--- src/rtl/vn_pkg.sv ---
`timescale 1ns / 1ps
// Package for the 3D vector normalizer: widths, payload structs and the
// per-item record handed along the cell chain. No dependencies.
package vn_pkg;

   // Field widths of the input and result items.
   localparam int InWidth = 16;
   localparam int OutFracBits = 14;
   localparam int OutWidth = OutFracBits + 2;

   // Internal widths: sum of squares, scaled square, residue, running product.
   localparam int SumWidth = 2 * InWidth + 2;
   localparam int ScaledWidth = 2 * InWidth + 2 * OutFracBits + 1;
   localparam int ResWidth = 2 * InWidth + 2 * OutFracBits + 6;
   localparam int ProdWidth = 2 * InWidth + OutFracBits + 5;
   localparam int QuotWidth = OutFracBits + 1;
   localparam int NumCells = OutFracBits + 1;

   typedef struct packed {
      logic signed [InWidth-1:0] x_in;
      logic signed [InWidth-1:0] y_in;
      logic signed [InWidth-1:0] z_in;
   } req_type;

   typedef struct packed {
      logic signed [OutWidth-1:0] x_unit;
      logic signed [OutWidth-1:0] y_unit;
      logic signed [OutWidth-1:0] z_unit;
      logic                       zero_vector;
   } rsp_type;

   // One component on its way through the cells.
   typedef struct packed {
      logic signed [ResWidth-1:0]  res;
      logic signed [ProdWidth-1:0] prod;
      logic [QuotWidth-1:0]        quot;
      logic                        neg;
   } lane_type;

   typedef struct packed {
      lane_type [2:0]        lane;
      logic [SumWidth-1:0]   sum;
      logic                  zero;
   } item_type;

endpackage

--- src/rtl/vn_front.sv ---
`timescale 1ns / 1ps
// Front end of the normalizer: magnitudes and squares, then the sum of
// squares and the starting residues for the cell chain. Uses vn_pkg.
module vn_front import vn_pkg::*; (
   input  logic     clock,
   input  logic     reset,
   input  logic     in_valid,
   output logic     in_ready,
   input  req_type  in_data,
   output logic     out_valid,
   input  logic     out_ready,
   output item_type out_data
);

   logic                       a_valid_ff, a_valid_in, a_ready;
   logic [2*InWidth-1:0]       sq_ff [3];
   logic [2:0]                 neg_ff;
   logic                       b_valid_ff, b_valid_in;
   item_type                   item_ff, item_in;
   logic signed [InWidth-1:0]  comp [3];
   logic [InWidth:0]           mag_wide [3];
   logic [InWidth-1:0]         mag [3];
   logic [SumWidth-1:0]        sum;
   logic [ScaledWidth-1:0]     scaled [3];

   assign comp[0] = in_data.x_in;
   assign comp[1] = in_data.y_in;
   assign comp[2] = in_data.z_in;

   // Stage A handshake: takes an item when empty or when stage B takes ours.
   assign a_ready = !b_valid_ff || out_ready;
   assign in_ready = !a_valid_ff || a_ready;
   assign a_valid_in = in_ready ? in_valid : a_valid_ff;

   // Absolute values; the most negative input still fits unsigned.
   always_comb begin
      for (int i = 0; i < 3; i++) begin
         mag_wide[i] = comp[i][InWidth-1] ? -{comp[i][InWidth-1], comp[i]}
                                          : {comp[i][InWidth-1], comp[i]};
         mag[i] = mag_wide[i][InWidth-1:0];
      end
   end

   always_ff @(posedge clock) begin
      if (reset) begin
         a_valid_ff <= 1'b0;
      end else begin
         a_valid_ff <= a_valid_in;
      end
      if (in_ready && in_valid) begin
         for (int i = 0; i < 3; i++) begin
            sq_ff[i] <= mag[i] * mag[i];
            neg_ff[i] <= comp[i][InWidth-1];
         end
      end
   end

   // Stage B: sum of squares, and for each lane the residue
   // m^2 * 4^(F+1) - s with the running product at -s.
   assign b_valid_in = a_ready ? a_valid_ff : b_valid_ff;

   always_comb begin
      sum = SumWidth'(sq_ff[0]) + SumWidth'(sq_ff[1]) + SumWidth'(sq_ff[2]);
      item_in.sum = sum;
      item_in.zero = (sum == '0);
      for (int i = 0; i < 3; i++) begin
         scaled[i] = ScaledWidth'(sq_ff[i]) << (2 * OutFracBits + 2);
         item_in.lane[i].res = $signed(ResWidth'(scaled[i])) - $signed(ResWidth'(sum));
         item_in.lane[i].prod = -$signed(ProdWidth'(sum));
         item_in.lane[i].quot = '0;
         item_in.lane[i].neg = neg_ff[i];
      end
   end

   always_ff @(posedge clock) begin
      if (reset) begin
         b_valid_ff <= 1'b0;
      end else begin
         b_valid_ff <= b_valid_in;
      end
      if (a_ready && a_valid_ff) begin
         item_ff <= item_in;
      end
   end

   assign out_valid = b_valid_ff;
   assign out_data = item_ff;

endmodule

--- config.mk ---
export PLATFORM = sky130hd
export DESIGN_NAME = vn_front
export DESIGN_NICKNAME = d
export VERILOG_FILES = /design/src/rtl/vn_pkg.sv /design/src/rtl/vn_front.sv
export SDC_FILE = /design/constraint.sdc
export NUM_CORES = 2
export LEC_CHECK = 0
export BUFFER_PORTS_ARGS = -buffer_cell sky130_fd_sc_hd__buf_2
export CAP_MARGIN = 20
export CORE_MARGIN = 1.5
export CORE_UTILIZATION = 61
export CTS_CLUSTER_DIAMETER = 120
export DETAILED_ROUTE_END_ITERATION = 7
export GPL_TIMING_DRIVEN = 1
export PLACE_DENSITY = 0.87
export REMOVE_ABC_BUFFERS = 1
export SLEW_MARGIN = 20
export SYNTH_ARGS = -nofsm -noshare
export SYNTH_HDL_FRONTEND = slang
export SYNTH_SLANG_ARGS = --single-unit
--- constraint.sdc ---
create_clock -name clock -period 16.1 [get_ports clock]
set_clock_uncertainty 0.15 [all_clocks]
set_input_delay 3.22 -clock clock [delete_from_list [all_inputs] [get_ports clock]]
set_output_delay 3.22 -clock clock [all_outputs]
set_load 0.02 [all_outputs]
Word-level counts from Yosys, hierarchy flattened
Memories as Yosys holds them, arrays and structs flattened.
Index checks and enable logic that the tools add are counted.
W data, S select, Z words.
{ "totals": {"regBits": 292, "inputBits": 52, "ram_bits": 96, "mem_count": 1, "word_cells": 37} }
{ "classes": {"add_sub_neg": 9, "n_mul": 3, "n_mux": 5, "reduce_logical": 7} }
{ "mem_list": {"columns": ["name", "words", "word_bits", "read_ports", "rd_clocked_by_memory_dff", "wr", "line", "source"], "rows": [
  ["sq_ff", 3, 32, 3, 0, 3, "vn_front.sv:16", "logic [2*InWidth-1:0] sq_ff [3];"]
]} }
{ "op_table": {"columns": ["op", "count"], "rows": [
  ["$sub A61 B34 Y62", 3],
  ["$mul A16 B16 Y32", 3],
  ["$neg A34 Y51", 1],
  ["$mux W16", 3],
  ["$neg A16 Y16", 3],
  ["$add A33 B32 Y34", 1],
  ["$logic_not A34 Y1", 1],
  ["$add A32 B32 Y33", 1],
  ["$logic_and A1 B1 Y1", 2],
  ["$logic_not A1 Y1", 2],
  ["$logic_or A1 B1 Y1", 2],
  ["$mux W1", 2]
]} }

Depth between registers and ports, before layout
{ "logic_depth": {"depth_word": 6, "depth_mapped": 33, "depth_no_buf": 32} }

Worst setup path after synthesis
Ideal clock, no wire load.
{ "synth_timing": {"path_kind": "input to register", "startpoint": "in out_ready", "endpoint": "reg item_ff, in the netlist out_data[0] (enable)", "path_buffers": 0, "setup_slack_ps": 3775, "setup_ps": 753, "t_arrival_ps": 11422, "path_stages": 2, "cell_sequence": "nor2b_1 -> nor2b_1"} }
{ "synth_via": {"elab_chain_cells": 2} }
{ "synth_lines": {"columns": ["item", "line", "source"], "rows": [
  ["from (decl)", "vn_front.sv:11", "input logic out_ready,"],
  ["$logic_or A1 B1 Y1", "vn_front.sv:31", "assign a_ready = !b_valid_ff || out_ready;"],
  ["$logic_and A1 B1 Y1", "vn_front.sv:81", "if (a_ready && a_valid_ff) begin"],
  ["to (signal assigned)", "vn_front.sv:82", "item_ff <= item_in;"],
  ["to (decl)", "vn_front.sv:19", "item_type item_ff, item_in;"]
]} }
No other way between the ends.
A chain may end at the register's enable or synchronous reset.

==> impl_metrics.py <==
metrics = {
    "yosys": {
        "yosysMostFrequentCell": "inv_1",
        "yosysWarnings": 0,
        "synthAdderAreaFrac_pct": 39.02,
        "ys.flop_type": "edfxtp_1",
        "yosys.area.top_type": "fa_1",
        "synth.area.mux_share_pct": 0.1428,
        "ys_types": 93,
        "syn_inst": 3810,
        "netlist_top_cells_area": "fa_1 (28%), edfxtp_1 (22%), ha_1 (11%), inv_1 (7.4%), buf_4 (5.0%)",
        "synth_top_family_by_area": "adder cells",
        "ys_seq_area_share_pct": 22.43,
        "synth_compound_area_share_pct": 6.972,
        "mappedNetlistArea_sq_um": 37670,
        "synth_edf_count": 280,
        "synth_common_cells": "inv_1 (738), fa_1 (526), ha_1 (333)",
        "async_flop_share_pct": 0,
        "avgSynthCellArea_sq_um": 9.886,
        "yosysTopAreaCellShare_pct": 27.96,
        "synth_xor_area_share_pct": 6.806,
        "synth-seq-cells": 282,
        "synthSimpleGateAreaFrac_pct": 11.20,
    },
    "route": {
        "wirelength_um": 103300,
        "drc": 0,
        "drt_first_pass_iters": 6,
        "routed_via_density": 5.733,
        "wl_per_cell_um": 21.17,
        "num_vias": 27980,
        "drt_iter0_drc": 2371,
        "antenna_left": 0,
    },
    "finish": {
        "fillerInstances": 4559,
        "num-nets-final": 4983,
        "ff_latch_area_sq_um": 8448,
        "fin_area_sq_um": 40310,
        "final_core_util_pct": 66.41,
        "areaGrowthSynthToFinish_pct": 7.006,
        "multiInputGateArea_sq_um": 24480,
        "drive_above_1_share_pct": 13.99,
    },
    "clock_tree": {
        "cts-htree-levels": 1,
        "cts.sinks": 282,
        "cts-hold-fix-buffers": 0,
        "root_buffer": "clkbuf_16",
        "tritoncts": "yes",
        "path_clk_slew_ns": 0.06,
        "postCtsSetupRepairBufs": 0,
        "cts_resized": 0,
        "cts_buffer_depth": 3,
        "clk_latency_ns": 0.61,
        "numCtsBuffers": 31,
    },
    "worst_setup_path": {
        "critPathKind": "in2reg",
        "required_ns": 16.31,
        "end_kind": "flop",
        "crit_family": "adder cells",
        "critPathMaxFanout": 18,
        "ff2ff_setup_slack_ns": 9.47,
        "slowest_delay_ns": 0.70,
        "cp-start-kind": "primary input",
        "path_buf_inv": 6,
        "cp_data_arrival_time_ns": 12.01,
        "cpMostUsedCell": "fa_1",
        "crit_slowest_cell": "o41ai_1",
    },
    "timing": {
        "worstMarginPinSlew_ns": 1.134,
        "drv_slew": 0,
        "max_slew_margin_pct": 24.43,
        "period_minus_slack_ns": 11.81,
        "final-hold-violation-count": 0,
        "period_share_pct": 73.34,
        "rsz0062_at_grt": "no",
        "setup_viol": 0,
        "tns_ns": 0,
        "fmax_mhz": 84.69,
    },
    "flow_run": {
        "drv_cap": 0,
    },
    "grt": {
        "antenna_found_initial": 5,
        "grt_use_total_pct": 32.98,
        "grt_max_degree": 173,
        "grt_pass1_vias": 28450,
        "grt-ovfl-total": 0,
        "grt_pass1_wl_um": 158400,
    },
    "placement": {
        "hpwl_um": 86760,
        "place_congestion": 1.023,
        "postPlaceCellArea_sq_um": 39220,
        "portBuffers": 442,
    },
    "die": {
        "initial_core_util_pct": 62.06,
        "die_x_um": 251.5,
        "die_h_um": 251.5,
        "core_sq_um": 60700,
        "rows": 90,
        "fp.dieArea_sq_um": 63250,
        "io_pins": 488,
    },
    "status": {
        "outcome": "finished clean",
    },
    "min_path": {
        "hold_path_class": "reg2reg",
    },
}
-- layout by cell type, fill, tap and decap left out, types with 59 or more instances in the layout --
cell type / instances
a21oi_1: 110
nor2_1: 281
nand2_1: 297
conb_1: 81
nor3_1: 60
ha_1: 333
xnor2_1: 200
o21ai_0: 59
xor2_1: 88
nand3_1: 65
edfxtp_1: 280
fa_1: 526
buf_2: 442
inv_1: 738
-- per-stage QoR --
step	cells	hold WS, ns	setup slack [ns]
global route	4879	0.3010	3.808
CTS	4879	0.2807	4.460
detailed placement	4821	0.2577	3.855
global placement	4821	0.2529	4.092
finish	4880	0.2766	4.292
floorplan	3568	0.2503	3.775
-- final timing paths --
path,to,depth (start not counted),from
worst max register to register,out_data[411],17,sq_ff[0][7]
worst max-delay path,sq_ff[0][61],31,in_data[16]
worst min register to register,out_data[35],0,neg_ff[0]
worst min-delay path,out_data[35],0,neg_ff[0]
-- registers in the layout, summed over array words and instances, names as in the netlist --
name	count
sq_ff	93
a_valid_ff	1
out_valid	1
neg_ff	3
out_data	184
-- per-layer routing --
metal	vias up	track usage, %	share of wire, %
li1	12420	-	-
met1	13810	40.19	36
met4	2	20.28	7.0
met3	282	5.581	8.7
met2	1461	55.00	48
met5	-	0	0.0068
-- cells by family (layout without fill, tap and decap cells) --
group / count (synthesis) / in the layout
AOI/OAI and AO/OA: 386 / 386
and+or+nand+nor: 900 / 900
buffers and inverters: 1085 / 1293
other: 2 / 82
DFF: 282 / 282
adders and majority gates: 859 / 859
xor gates and xnor gates: 291 / 291
muxes: 5 / 5
-- layout make-up --
| type | instances | share of cell area (%) |
|---|---|---|
| Multi-Input combinational cell | 2522 | 60.75 |
| Sequential cell | 282 | 20.96 |
| Inverter | 764 | 7.115 |
| Timing Repair Buffer | 471 | 6.059 |
| Tap cell | 782 | 2.428 |
| Clock buffer | 32 | 1.934 |
| Clock inverter | 26 | 0.7512 |
| Antenna cell | 1 | 0.006208 |
Power is left out: the tool's default activity adds up to more than one toggle a clock period on the data nets, which glitch-free logic cannot reach.
