$ cat config.mk
export PLATFORM = sky130hd
export DESIGN_NAME = vn_cell
export DESIGN_NICKNAME = d
export VERILOG_FILES = /design/src/rtl/vn_pkg.sv /design/src/rtl/vn_cell.sv
export SDC_FILE = /design/constraint.sdc
export NUM_CORES = 2
export LEC_CHECK = 0
export BUFFER_PORTS_ARGS = -buffer_cell sky130_fd_sc_hd__clkbuf_2
export CORE_AREA = 8 8 337 339
export CTS_CLUSTER_SIZE = 25
export DETAILED_ROUTE_END_ITERATION = 16
export DIE_AREA = 0 0 345 347
export PLACE_DENSITY_LB_ADDON = 0.08
export SLEW_MARGIN = 15
export SYNTH_ARGS = -nofsm -noshare
export SYNTH_HDL_FRONTEND = slang
export SYNTH_SLANG_ARGS = --single-unit
$ cat constraint.sdc
create_clock -name clock -period 11.9 [get_ports clock]
set_input_delay 0.595 -clock clock [delete_from_list [all_inputs] [get_ports clock]]
set_output_delay 0.595 -clock clock [all_outputs]
set_load 0.03 [all_outputs]
$ cat src/rtl/vn_pkg.sv
`timescale 1ns / 1ps
// Package for the 3D vector normalizer: widths, payload structs and the
// per-item record handed along the cell chain. No dependencies.
package vn_pkg;

   // Field widths of the input and result items.
   localparam int InWidth = 16;
   localparam int OutFracBits = 14;
   localparam int OutWidth = OutFracBits + 2;

   // Internal widths: sum of squares, scaled square, residue, running product.
   localparam int SumWidth = 2 * InWidth + 2;
   localparam int ScaledWidth = 2 * InWidth + 2 * OutFracBits + 1;
   localparam int ResWidth = 2 * InWidth + 2 * OutFracBits + 6;
   localparam int ProdWidth = 2 * InWidth + OutFracBits + 5;
   localparam int QuotWidth = OutFracBits + 1;
   localparam int NumCells = OutFracBits + 1;

   typedef struct packed {
      logic signed [InWidth-1:0] x_in;
      logic signed [InWidth-1:0] y_in;
      logic signed [InWidth-1:0] z_in;
   } req_type;

   typedef struct packed {
      logic signed [OutWidth-1:0] x_unit;
      logic signed [OutWidth-1:0] y_unit;
      logic signed [OutWidth-1:0] z_unit;
      logic                       zero_vector;
   } rsp_type;

   // One component on its way through the cells.
   typedef struct packed {
      logic signed [ResWidth-1:0]  res;
      logic signed [ProdWidth-1:0] prod;
      logic [QuotWidth-1:0]        quot;
      logic                        neg;
   } lane_type;

   typedef struct packed {
      lane_type [2:0]        lane;
      logic [SumWidth-1:0]   sum;
      logic                  zero;
   } item_type;

endpackage

$ cat src/rtl/vn_cell.sv
`timescale 1ns / 1ps
// One cell of the normalizer chain: settles one result bit of all three
// components by shift, subtract and sign test. Uses vn_pkg.
module vn_cell import vn_pkg::*; #(
   parameter int BIT = 0
) (
   input  logic     clock,
   input  logic     reset,
   input  logic     in_valid,
   output logic     in_ready,
   input  item_type in_data,
   output logic     out_valid,
   input  logic     out_ready,
   output item_type out_data
);

   logic                       valid_ff, valid_in;
   item_type                   item_ff, item_in;
   logic signed [ResWidth-1:0] trial [3];
   logic signed [ResWidth-1:0] sum_res;
   logic signed [ProdWidth-1:0] sum_prod;

   assign in_ready = !valid_ff || out_ready;
   assign valid_in = in_ready ? in_valid : valid_ff;

   // With u = 2q - 1 the residue is m^2 4^(F+1) - u^2 s and prod is u s.
   // Setting bit BIT adds 2^(BIT+1) to u, so the residue drops by
   // prod 2^(BIT+2) + s 4^(BIT+1); the bit stays if the residue stays >= 0.
   always_comb begin
      sum_res = $signed(ResWidth'(in_data.sum));
      sum_prod = $signed(ProdWidth'(in_data.sum));
      item_in = in_data;
      for (int i = 0; i < 3; i++) begin
         trial[i] = in_data.lane[i].res
                    - (ResWidth'(in_data.lane[i].prod) <<< (BIT + 2))
                    - (sum_res <<< (2 * BIT + 2));
         if (!trial[i][ResWidth-1]) begin
            item_in.lane[i].res = trial[i];
            item_in.lane[i].prod = in_data.lane[i].prod + (sum_prod <<< (BIT + 1));
            item_in.lane[i].quot[BIT] = 1'b1;
         end
      end
   end

   always_ff @(posedge clock) begin
      if (reset) begin
         valid_ff <= 1'b0;
      end else begin
         valid_ff <= valid_in;
      end
      if (in_ready && in_valid) begin
         item_ff <= item_in;
      end
   end

   assign out_valid = valid_ff;
   assign out_data = item_ff;

endmodule

### Word level (Yosys, flattened, before mapping)

Index checks and enable logic that the tools add are counted.

* flip-flop bits (word level): 435
* bits of input ports: 438
* output and inout bits: 436

* add/sub/neg operators: 9
* mux-type cells: 3
* reductions and logical operators: 3

Operators by type and width (count)
* 116-bit 2-to-1 mux: 3
* 66-bit by 37-bit subtractor with 66-bit output: 3
* 66-bit by 53-bit subtractor with 66-bit output: 3
* 51-bit by 36-bit adder with 51-bit output: 3
* 1-bit logical AND: 1
* 1-bit zero test: 1
* 1-bit logical OR: 1

### Depth between registers and ports, before layout

* depth after elaboration: 3
* mapped depth: 18

### Least setup slack after synthesis

Ideal clock, no wire load.

* kind: input -> register
* start point: in out_ready
* end point: reg item_ff, in the netlist out_data[0], enable pin
* library setup time: 851 ps
* arrival time: 10764 ps
* data required time: 11049 ps
* setup slack: 285 ps
* cell stages on the path: 2
* path buffers: 0
* cells stage by stage: nand2b_1 and2_1

* longest elaborated chain between the ends: 2

RTL lines
* start, declared: line vn_cell.sv:13 `input logic out_ready,`
* 1-bit logical OR: line vn_cell.sv:23 `assign in_ready = !valid_ff || out_ready;`
* 1-bit logical AND: line vn_cell.sv:51 `if (in_ready && in_valid) begin`
* end signal, assigned: line vn_cell.sv:52 `item_ff <= item_in;`
* end, declared: line vn_cell.sv:18 `item_type item_ff, item_in;`

Every way passes these cells.
A chain may end at the register's enable or synchronous reset.

==> reports/results.md <==
* dominant register cell in the synthesized netlist: sky130_fd_sc_hd__edfxtp_1
* PD cells: 162.2 nW/µm²
* placed inst area: 43930 µm²
* post-route cell area: 45860 µm²
* I/O pins: 874
* total track usage: 25.80%
* crit-path max FO: 73
* clock tree from TritonCTS: done
* post-synthesis sequential element count: 435
* critical path class: in -> reg
* count of flip-flops with a built-in enable after synthesis: 434
* Finished Core Util: 42.43%
* area of the mapped netlist: 38360 µm²
* global-route wire length before repair: 233200 µm
* Total Negative Setup Slacks: 0 ns
* unrepaired setup endpoints after global routing: no
* Leak: 21.18 nW
* Die Width: 345 µm
* starting DRC count in detailed routing: 2649
* detailed-route via count: 34647
* path category of the worst min-delay check: in -> reg
* Syn Inst Count: 4236
* Min Clock Period, post-route: 5.599 ns
* number of maximum-capacitance constraint violations: 0
* die area: 119700 µm²
* clock buffer depth: 3
* transition time at the pin with the least slew margin: 1.155 ns
* sequential cell area: 13050 µm²
* fin nets: 5945
* sum of routed wire length over all layers: 162700 µm
* ratio of final minimum period to clock period: 47.05%
* TritonCTS Sinks: 435
* Mean Syn Cell Area: 9.055 µm²
* number of levels the H-tree was split into: 2
* placed wire-length estimate after detailed placement: 135300 µm
* Floorplan Core Area: 108100 µm²
* data arrival time of the critical path: 6.02 ns
* fmax: 178.6 MHz
* post-layout power: 7.438 mW
* antenna violations before repair: 41
* starting density of the core: 35.49%
* Synth async-reset ratio: 0%
* worst clock skew: 0.02612 ns
* clock edge transition at the registers on the reported setup and hold paths: 0.06 ns
* sequential area share after synthesis: 34.03%
* number of clock buffers inserted by TritonCTS: 56
* leading cell types in the layout, fill and taps excluded: sky130_fd_sc_hd__clkbuf_2, sky130_fd_sc_hd__nand2_1, sky130_fd_sc_hd__inv_1
* Yosys warning count: 0
* Wirelength per Cell: 25.06 µm
* path depth of the worst reg2reg path: 4
* commonest non-fill, non-tap cell in the layout: sky130_fd_sc_hd__clkbuf_2
* Setup violations, final: 0
* maximum number of pins on one net before global-route repair: 166
* proportion of layout cells with a drive suffix above 1: 20.60%
* total count of hold-check failures in the final report: 0
* min-delay src: in_data[48]
* number of nets with antenna violations after routing: 0
* number of global-route vias before repair: 34073
* gr ovfl total: 0
* number of vias per cell after detailed routing: 5.339
* multi-input combinational cell area: 22770 µm²
* number of distinct library cells after synthesis: 96
* startpoint types: primary input
* Hold EP: out_data[48]$_DFFE_PP_
* filler instances: 11114
* count of buffers added by post-CTS timing repair for setup: 0
* Worst R2R Setup Slack: 9.04 ns
* Hold Path Stages: 1
* WP data required: 12.32 ns
* gpl congestion: 0.9025
* status: finished clean
* drt first pass iters: 5
* reg-to-reg endpoint: out_data[143]$_DFFE_PP_
* cts repair resizes: 0
* worst-case headroom to the max-slew limit: 22.98%
* endpoint type of the worst setup path: flip-flop
* number of buffer cells added on primary ports: 873
* hold buffer count at CTS: 0
* area growth from synthesis to layout: 19.57%
* number of slew-limit violations in the final report: 0
* number of nets in the synthesized netlist: 5163
* Placement Rows: 121
* drt drc: 0
* VDD IR-drop max: 117.7 µV
* height of the chip: 347 µm
* reg-to-reg critical path startpoint: out_valid$_SDFFE_PP0N_
* clock latency on the worst-skew pair: 0.68 ns
* Clk Tree Root Cell: sky130_fd_sc_hd__clkbuf_16
flip-flops by register name, indices dropped and copies added (netlist names):
signal / cells
out_data: 434
out_valid: 1
Yosys cell counts (8+ instances only):
cell                        count  share of area (%)
sky130_fd_sc_hd__a211oi_1      48               0.94
sky130_fd_sc_hd__and3_1        38               0.62
sky130_fd_sc_hd__buf_2         36               0.47
sky130_fd_sc_hd__nand4_1       72                1.2
sky130_fd_sc_hd__o221ai_1      10               0.23
sky130_fd_sc_hd__or4_1          9               0.18
sky130_fd_sc_hd__o21a_1        41               0.80
sky130_fd_sc_hd__o21ai_1       15               0.20
sky130_fd_sc_hd__nor3b_1       17               0.33
sky130_fd_sc_hd__xor2_1       150                3.4
sky130_fd_sc_hd__o211ai_1      27               0.53
sky130_fd_sc_hd__a21oi_1      289                3.8
sky130_fd_sc_hd__buf_4         12               0.23
sky130_fd_sc_hd__o2111ai_1     12               0.27
sky130_fd_sc_hd__clkbuf_1     110                1.1
sky130_fd_sc_hd__nand3_1       74               0.97
sky130_fd_sc_hd__or2_2         15               0.24
sky130_fd_sc_hd__ha_1         384                 13
sky130_fd_sc_hd__fa_1         105                5.5
sky130_fd_sc_hd__nand2_1      519                5.1
sky130_fd_sc_hd__a2111oi_0      8               0.18
sky130_fd_sc_hd__inv_1        489                4.8
sky130_fd_sc_hd__mux2_2         9               0.26
sky130_fd_sc_hd__and4_1        11               0.25
sky130_fd_sc_hd__o21bai_1      48               0.94
sky130_fd_sc_hd__nand4b_1       8               0.18
sky130_fd_sc_hd__xnor2_1      146                3.3
sky130_fd_sc_hd__or3_1         20               0.33
sky130_fd_sc_hd__nor2_1       155                1.5
sky130_fd_sc_hd__o31ai_1       25               0.49
sky130_fd_sc_hd__a21boi_0      15               0.29
sky130_fd_sc_hd__a31oi_1       38               0.62
sky130_fd_sc_hd__nor2b_1       20               0.33
sky130_fd_sc_hd__edfxtp_1     434                 34
sky130_fd_sc_hd__a41oi_1        9               0.21
sky130_fd_sc_hd__nand2b_1      31               0.51
sky130_fd_sc_hd__a21o_1       164                3.2
sky130_fd_sc_hd__nor3_1        39               0.51
sky130_fd_sc_hd__nor4_1        17               0.28
sky130_fd_sc_hd__nand3b_1       9               0.18
sky130_fd_sc_hd__o21ai_0      392                5.1
sky130_fd_sc_hd__and2_1        27               0.44
sky130_fd_sc_hd__a221oi_1      10               0.23
sky130_fd_sc_hd__a211o_1        8               0.18
layer usage:
layer	GRT usage, %	part of all wire (%)	vias up
li1	-	-	16717
met2	43.37	47	1141
met1	33.15	43	16561
met5	0	0.12	-
met4	7.006	2.8	28
met3	6.150	7.0	200
per-stage QoR:
step / hold WS, ns / cells / worst slack, ns
after global placement: 0.5099 / 6374 / 5.530
final: 0.09513 / 6490 / 6.301
after detailed placement: 0.5192 / 6374 / 5.467
after CTS: 0.04877 / 6478 / 6.165
after floorplan: 0.6641 / 4236 / 0.2848
after global routing: 0.06767 / 6482 / 5.989
critical path: stages:
cell,delay [ns]
sky130_fd_sc_hd__clkbuf_2,0.32
sky130_fd_sc_hd__inv_1,0.30
sky130_fd_sc_hd__fa_1,0.48
sky130_fd_sc_hd__ha_1,0.42
sky130_fd_sc_hd__a21o_1,0.24
sky130_fd_sc_hd__a211oi_1,0.45
sky130_fd_sc_hd__nand3_1,0.15
sky130_fd_sc_hd__a211oi_1,0.73
sky130_fd_sc_hd__o32a_1,0.32
sky130_fd_sc_hd__a31oi_2,0.16
sky130_fd_sc_hd__xor2_4,0.20
sky130_fd_sc_hd__buf_4,0.51
sky130_fd_sc_hd__buf_4,0.66
sky130_fd_sc_hd__mux2_2,0.41
worst max-delay path by stage:
stage / from / endpoint / depth (start not counted)
finish: in_data[20] / out_data[388]$_DFFE_PP_ / 14
global route: in_data[20] / out_data[354]$_DFFE_PP_ / 15
CTS: in_data[20] / out_data[364]$_DFFE_PP_ / 15
detailed placement: in_data[20] / out_data[388]$_DFFE_PP_ / 14
global placement: in_data[20] / out_data[388]$_DFFE_PP_ / 14
floorplan: out_ready / out_data[0]$_DFFE_PP_ / 2
power breakdown:
group / total (mW) / internal (mW) / switching [mW]
clock: 1.82 / 1.07 / 0.750
sequential: 2.19 / 2.08 / 0.103
combinational: 3.43 / 1.08 / 2.35
area by class of cell:
class                      count  area share [%]
sequential                   435           28.46
tap                         1414           3.857
multi-input combinational   3148           49.65
antenna                       12         0.06547
clock buffer                  70           3.214
timing repair buffer         888           9.826
clock inverter                34          0.9303
inverter                     489           4.002
logic make-up after synthesis:
group                      after synthesis  synth area share [%]
AOI/OAI and AO/OA                     1241                 20.28
xor gates and xnor gates               297                 6.801
adders and majority gates              489                 18.01
buffers and inverters                  653                 6.726
DFF                                    435                 34.03
muxes                                   11                0.3164
and+or+nand+nor                       1110                 13.84
Power figures use the tool's default switching activity.
